===== src/design/tmrc_pkg.sv =====
// Shared types, codes and helpers of the tile map collision core.
`default_nettype none
package tmrc_pkg;

  localparam int DEF_MAX_MAP_COLS  = 1024;
  localparam int DEF_MAX_MAP_ROWS  = 32;
  localparam int DEF_SCREEN_WIDTH  = 384;
  localparam int DEF_SCREEN_HEIGHT = 256;
  localparam int DEF_HUD_TILE_ROWS = 2;

  // widths sized for the largest supported map
  localparam int COL_IW = 12;
  localparam int ROW_IW = 7;
  localparam int MC_W   = 13;
  localparam int MR_W   = 8;

  localparam logic [1:0] REQ_WRITE   = 2'd0;
  localparam logic [1:0] REQ_SCROLL  = 2'd1;
  localparam logic [1:0] REQ_OVERLAP = 2'd2;

  localparam logic [1:0] KIND_NONE = 2'd0;
  localparam logic [1:0] KIND_TILE = 2'd1;
  localparam logic [1:0] KIND_EDGE = 2'd2;

  localparam logic CFG_MAP_COLS = 1'b0;
  localparam logic CFG_MAP_ROWS = 1'b1;

  // highest field first, so {tuser, tdata} maps straight onto it
  typedef struct packed {
    logic [1:0]         req_type;
    logic [12:0]        scroll_pos;
    logic signed [10:0] rect_max_y;
    logic signed [13:0] rect_max_x;
    logic signed [10:0] rect_min_y;
    logic signed [13:0] rect_min_x;
    logic               tile_solid;
    logic [4:0]         tile_row;
    logic [9:0]         tile_col;
  } query_t;

  typedef struct packed {
    logic              walk;
    logic              rows_go;
    logic              up_en;
    logic              dn_en;
    logic              l_en;
    logic              r_en;
    logic [COL_IW-1:0] c0;
    logic [COL_IW-1:0] c1;
    logic [ROW_IW-1:0] r0;
    logic [ROW_IW-1:0] r1;
    logic [13:0]       cx_l;
    logic [13:0]       cx_r;
    logic [10:0]       cy_up;
    logic [10:0]       cy_dn;
    logic [3:0]        edge_mask;
    logic [13:0]       edge_cx;
    logic [10:0]       edge_cy;
  } plan_t;

  // signed divide by tile size, truncating toward zero
  function automatic logic signed [15:0] div8(input logic signed [15:0] v);
    logic signed [15:0] b;
    b = v + (v[15] ? 16'sd7 : 16'sd0);
    return b >>> 3;
  endfunction

endpackage
`default_nettype wire


===== src/design/tmrc_plan.sv =====
// Query setup: scroll clamp, tile bounds, walk plan and screen edge result.
`default_nettype none
module tmrc_plan #(
  parameter int SCREEN_WIDTH  = tmrc_pkg::DEF_SCREEN_WIDTH,
  parameter int SCREEN_HEIGHT = tmrc_pkg::DEF_SCREEN_HEIGHT,
  parameter int HUD_TILE_ROWS = tmrc_pkg::DEF_HUD_TILE_ROWS
) (
  input  tmrc_pkg::query_t                query_i,
  input  logic [tmrc_pkg::MC_W-1:0]       map_cols_i,
  input  logic [tmrc_pkg::MR_W-1:0]       map_rows_i,
  output tmrc_pkg::plan_t                 plan_o
);

  localparam int HUD_LINE = SCREEN_HEIGHT - HUD_TILE_ROWS * 8;

  logic signed [17:0] lim;
  logic [17:0]        lim_c;
  logic [12:0]        scr;
  logic               scroll_mode;
  logic               ovl_mode;
  logic signed [15:0] ofs, x0e, x1e, y0e, y1e;
  logic signed [15:0] left, right, up, down;
  logic signed [15:0] mc, mr;
  logic signed [15:0] up_c, dn_c, l_c, r_c;
  logic signed [15:0] up_c1, l_c1;

  always_comb begin
    scroll_mode = (query_i.req_type == tmrc_pkg::REQ_SCROLL);
    ovl_mode    = (query_i.req_type == tmrc_pkg::REQ_OVERLAP);
    lim   = $signed({2'b00, map_cols_i, 3'b000}) - $signed(18'(SCREEN_WIDTH));
    lim_c = lim[17] ? 18'd0 : lim;
    scr   = ({5'b00000, query_i.scroll_pos} < lim_c) ? query_i.scroll_pos : lim_c[12:0];
    ofs   = scroll_mode ? $signed({3'b000, scr}) : 16'sd0;
    x0e   = 16'(query_i.rect_min_x);
    x1e   = 16'(query_i.rect_max_x);
    y0e   = 16'(query_i.rect_min_y);
    y1e   = 16'(query_i.rect_max_y);
    left  = tmrc_pkg::div8(x0e + ofs);
    right = tmrc_pkg::div8(x1e + ofs);
    up    = tmrc_pkg::div8(y0e);
    down  = tmrc_pkg::div8(y1e);
    mc    = $signed({3'b000, map_cols_i});
    mr    = $signed({8'h00, map_rows_i});
    up_c  = up[15] ? 16'sd0 : up;
    l_c   = left[15] ? 16'sd0 : left;
    dn_c  = (down > mr - 16'sd1) ? mr - 16'sd1 : down;
    r_c   = (right > mc - 16'sd1) ? mc - 16'sd1 : right;
    up_c1 = up_c + 16'sd1;
    l_c1  = l_c + 16'sd1;

    plan_o.walk    = (scroll_mode || ovl_mode) && (up < mr) && (left < mc) &&
                     !right[15] && !down[15];
    plan_o.rows_go = (l_c <= r_c);
    plan_o.up_en   = ovl_mode || !up[15];
    plan_o.dn_en   = ovl_mode || (down < mr);
    plan_o.l_en    = ovl_mode || !left[15];
    plan_o.r_en    = ovl_mode || (right < mc);
    plan_o.c0      = l_c[tmrc_pkg::COL_IW-1:0];
    plan_o.c1      = r_c[tmrc_pkg::COL_IW-1:0];
    plan_o.r0      = up_c[tmrc_pkg::ROW_IW-1:0];
    plan_o.r1      = dn_c[tmrc_pkg::ROW_IW-1:0];
    plan_o.cx_l    = {l_c1[10:0], 3'b000};
    plan_o.cx_r    = {r_c[10:0], 3'b000};
    plan_o.cy_up   = {up_c1[7:0], 3'b000};
    plan_o.cy_dn   = {dn_c[7:0], 3'b000};

    plan_o.edge_mask = {x1e >= $signed(16'(SCREEN_WIDTH)), x0e[15],
                        y1e >= $signed(16'(HUD_LINE)), y0e[15]};
    plan_o.edge_cx = x0e[15] ? 14'd0 :
                     (plan_o.edge_mask[3] ? 14'(SCREEN_WIDTH) : 14'd0);
    plan_o.edge_cy = y0e[15] ? 11'd0 :
                     (plan_o.edge_mask[1] ? 11'(HUD_LINE) : 11'd0);
  end

endmodule
`default_nettype wire


===== config.mk =====
export PLATFORM = sky130hd
export DESIGN_NAME = tmrc_plan
export DESIGN_NICKNAME = d
export VERILOG_FILES = /design/src/design/tmrc_pkg.sv /design/src/design/tmrc_plan.sv
export SDC_FILE = /design/constraint.sdc
export NUM_CORES = 1
export LEC_CHECK = 0
export BUFFER_PORTS_ARGS = -buffer_cell sky130_fd_sc_hd__buf_2
export CORE_MARGIN = 4
export CORE_UTILIZATION = 43
export DETAILED_ROUTE_END_ITERATION = 12
export PLACE_DENSITY = 0.72
export REMOVE_ABC_BUFFERS = 1
export SLEW_MARGIN = 30
export SYNTH_ARGS = -nofsm -noshare
export SYNTH_HDL_FRONTEND = slang
export SYNTH_SLANG_ARGS = --single-unit
export TNS_END_PERCENT = 10

===== constraint.sdc =====
create_clock -name vclk -period 9.2
set_input_delay 0.46 -clock vclk [all_inputs]
set_output_delay 0.46 -clock vclk [all_outputs]
set_load 0.05 [all_outputs]

Yosys cells after proc, flatten, opt, wreduce, memory -nomap -nowiden

Index checks and enable logic that the tools add are counted.
W data, S select, Z words.

Flip-flop bits (word level): 0
Output and inout port bits: 123
Logic and storage cells: 51

$add $sub $neg: 11
$lt $le $gt $ge: 10
Eq/ne operators: 2
Muxes and demuxes: 15
Reduce and logical (&&, ||, !) cells: 13

Operator list:

| kind                    | count |
|---|---|
| $add A15 B4 Y16         | 2 |
| $mux W8                 | 4 |
| $add A14 B14 Y15        | 2 |
| $lt A13 B14 Y1          | 2 |
| $mux W13                | 2 |
| $add A11 B4 Y12         | 2 |
| $lt A9 B9 Y1            | 2 |
| $mux W9                 | 2 |
| $lt A13 B17 Y1          | 1 |
| $mux W17                | 1 |
| $sub A16 B9 Y17 const B | 1 |
| $le A13 B16 Y1          | 1 |
| $mux W16                | 1 |
| $ge A14 B10 Y1 const B  | 1 |
| $gt A13 B14 Y1          | 1 |
| $sub A13 B1 Y14 const B | 1 |
| $mux W12                | 1 |
| $mux W3                 | 4 |
| $add A11 B1 Y11 const B | 1 |
| $ge A11 B9 Y1 const B   | 1 |
| $gt A9 B9 Y1            | 1 |
| $sub A8 B1 Y9 const B   | 1 |
| $add A8 B1 Y8 const B   | 1 |
| $logic_or A1 B1 Y1      | 5 |
| other kinds (4)         | 10 |

Logic depth before layout (Yosys ltp)

Word-level depth: 12
Gate-level depth with buffers: 45
Depth with buffers taken out: 42

Worst setup path after synthesis

OpenSTA, ideal clock, no wires.

Kind: input to output
From: input port map_cols_i[6] in the netlist's numbering
To: output port plan_o[121] in the netlist's numbering
Arrival time: 9.971 ns
Required time: 8.740 ns
Path slack: -1.231 ns
Stages on the path: 41
Buffers on the path: 4
Cells stage by stage: clkbuf_1 -> nor4_1 -> nand3_1 -> nand2_1 -> ha_1 -> a21o_1 -> a21oi_1 -> nand2_1 -> a21oi_1 -> o21ai_0 -> nand2_1 -> clkbuf_1 -> nand3_1 -> inv_1 -> ha_1 -> a21o_1 -> a21oi_1 -> xor2_1 -> (+5 left out) -> ha_1 -> and4_1 -> nand4_1 -> o21ai_0 -> o311a_1 -> clkbuf_1 -> clkbuf_1 -> mux2i_1 -> inv_1 -> ha_1 -> nor2b_1 -> o21a_1 -> o21a_1 -> o21ai_0 -> a21oi_1 -> o21ai_0 -> a221oi_1 -> o32ai_1

RTL lines:

| item        | line            | text |
|---|---|---|
| from (decl) | tmrc_plan.sv:9  | `input logic [tmrc_pkg::MC_W-1:0] map_cols_i,` |
| to (decl)   | tmrc_plan.sv:11 | `output tmrc_pkg::plan_t plan_o` |

==> flow_metrics.py <==
metrics = {
    "status": {
        "status": "completed",
    },
    "sta": {
        "setup_viol": 0,
        "worstMarginPinSlew_ns": 0.8788,
        "fmax_mhz": 113.8,
        "post-route-period-util_pct": 95.50,
        "whs_ns": 1.290,
        "finalHoldViolations": 0,
        "slew_viol_final": 0,
        "relSlewSlack_pct": 41.02,
        "timing.setup.tns_ns": 0,
        "post-route-min-period_ns": 8.786,
    },
    "pwr": {
        "power_frac_comb_pct": 100.0,
        "p_int_uw": 239.0,
        "p_switching_uw": 512.1,
        "netSwitchingFraction_pct": 68.18,
        "ir_worst_vdd_uv": 86.29,
        "power_frac_seq_pct": 0,
        "p_leak_nw": 3.681,
        "powerDensity_nw_per_um2": 106.2,
        "clkPwrFrac_pct": 0,
    },
    "cells_and_area": {
        "layout-drive-gt1-share_pct": 25.23,
        "nets": 1223,
        "design.seq.count": 0,
        "antenna_cells": 0,
        "clock_buffers": 0,
        "area_growth_pct": 19.11,
        "seq_area_sq_um": 0,
    },
    "route": {
        "ant_nets": 0,
        "viasPerCell": 5.430,
        "routed_wl_mm": 17.64,
        "wl_per_cell_um": 15.07,
        "drc": 0,
        "vias": 6358,
        "drtIter0Drc": 274,
        "dr.pass1.iters": 5,
    },
    "synthesis": {
        "synth_cell_types": 65,
        "ys_top_cells_by_count": "122 x ha_1, 74 x inv_1, 57 x nor2_1, 55 x buf_4, 48 x a21oi_1",
        "syn_area_sq_um": 5937,
        "synthTopCellsByArea": "ha_1 26%, buf_4 7.0%, xnor2_1 6.8%",
        "ys_warn_count": 0,
        "syn-mean-instance-area_sq_um": 7.153,
        "synth_most_common_cell": "ha_1",
        "ys_seq_area_share_pct": 0,
        "yosys.area.top_type_share_pct": 25.71,
        "syn_inst": 830,
        "synth_top_cell_by_area": "ha_1",
    },
    "place": {
        "io_buffers": 178,
        "hpwl_mm": 15.41,
        "gp_congestion": 0.9010,
    },
    "critical_path": {
        "slowest_stage": "o31ai_1",
        "end_kind": "output pin",
        "arrival_ns": 8.33,
        "cp-start-kind": "primary input",
        "crit_fanout": 10,
        "cpPeakStageDelay_ns": 0.46,
        "critical_path_class": "in -> out",
        "required_ns": 8.74,
    },
    "floorplan": {
        "die_w_um": 125.5,
        "start_util_pct": 44.30,
        "ios": 225,
        "dieArea_sq_um": 15750,
        "die_h_um": 125.5,
        "core_sq_um": 13400,
        "rows": 42,
    },
    "grt": {
        "grtUsageMet2_pct": 37.95,
        "top_usage_layer": "met2",
        "grt_use_met1_pct": 25.33,
        "grt_pass1_vias": 5972,
        "grt_first_pass_wirelength_mm": 27.57,
        "overflow": 0,
        "grt_max_degree": 16,
        "grt_antenna_before_repair": 0,
        "track_usage_pct": 20.43,
        "grt_use_met3_pct": 0.9382,
    },
    "job": {
        "maxCapViolations": 0,
    },
    "hold_path": {
        "hold_path.class": "in -> out",
    },
    "clock_tree": {
        "hold_buffers": 0,
    },
}
## power by group through the flow
stage | clock network (mW) | registers [mW] | logic (mW)
after floorplan | 0 | 0 | 0.543
after global placement | 0 | 0 | 0.712
after detailed placement | 0 | 0 | 0.720
after CTS | 0 | 0 | 0.724
after global routing | 0 | 0 | 0.817
final | 0 | 0 | 0.751
## kinds of logic after synthesis
logic type | share of synthesized area (%)
other | 0.06316
adder cells (fa/ha/maj) | 26.55
multiplexers | 4.363
AND/OR/NAND/NOR | 23.44
buffers and inverters | 12.81
AO/OA/AOI/OAI | 20.23
XOR/XNOR | 12.54
## path summary, 6_finish.rpt
kind / from / endpoint / slack (ns) / depth (start not counted)
worst max-delay path: map_cols_i[8] / plan_o[121] / 0.41 / 41
worst min-delay path: query_i[29] / plan_o[27] / 1.29 / 2
## critical path, delay by kind of cell
| kind | cells | cell delay (ns) |
|---|---|---|
| compound gates | 17 | 3.05 |
| fa+ha+maj | 4 | 1.19 |
| buf+inv | 8 | 1.33 |
| mux | 1 | 0.38 |
| simple gates | 11 | 1.89 |
## routing by layer
layer  wire length [um]  part of all wire [%]
met3                881                   5.0
met2               8760                    50
met1               7424                    42
met4                575                   3.3
met5                  0                     0
## through the flow
| step | std cells | power, mW | cell area (sq um) | worst slack (ns) | util [%] |
|---|---|---|---|---|---|
| after floorplan | 788 | 0.5427 | 5570 | -2.018 | - |
| after global placement | 1166 | 0.7119 | 6862 | 0.1602 | 51.20 |
| after detailed placement | 1166 | 0.7204 | 6862 | -0.02861 | 51.20 |
| after CTS | 1166 | 0.7236 | 6865 | 0.004136 | 51.23 |
| after global routing | 1171 | 0.8165 | 7072 | -0.06738 | 52.77 |
| final | 1171 | 0.7511 | 7072 | 0.4144 | 52.77 |
## area by class of cell
class / count / area (sq um)
fillers: 1358 / 6329
multi-input cells: 713 / 5431
repair buffers: 207 / 1139
inverters: 75 / 281.5
well taps: 176 / 220.2
## cell usage in the layout (no fill, tap or decap), types with 3 or more instances in the layout
cell type	Yosys	routed
buf_2	2	177
ha_1	122	122
inv_1	74	74
nor2_1	57	57
nand2_1	47	46
a21oi_1	48	45
xnor2_1	46	45
xor2_1	39	37
nand3_1	31	31
conb_1	1	31
nor3_1	32	30
o21ai_0	28	27
buf_4	55	26
o21a_1	21	21
nand4_1	20	20
nor2b_1	20	19
a21o_1	17	17
mux2i_1	18	16
and2_1	12	11
nand2b_1	10	10
and3_1	9	9
nor4_1	9	8
o31ai_1	10	8
o211ai_1	7	7
mux2_2	7	7
a211oi_1	7	6
o2111ai_1	4	4
and3_2	3	3
a31o_2	3	3
a31oi_1	3	3
o21ai_1	2	3
a21oi_2	0	3
nor3_2	1	3
or2_2	3	3
and4_1	3	3
or3_1	3	3
a311oi_1	3	3
## repair_timing
item / in CTS / in global routing
resized for setup: 1 / 33
endpoints found under the setup margin: 1 / 1
buffers inserted: 0 / 5
endpoints found under the hold margin: 0 / 0
pin swaps: 0 / 5
Power figures use the tool's default switching activity.
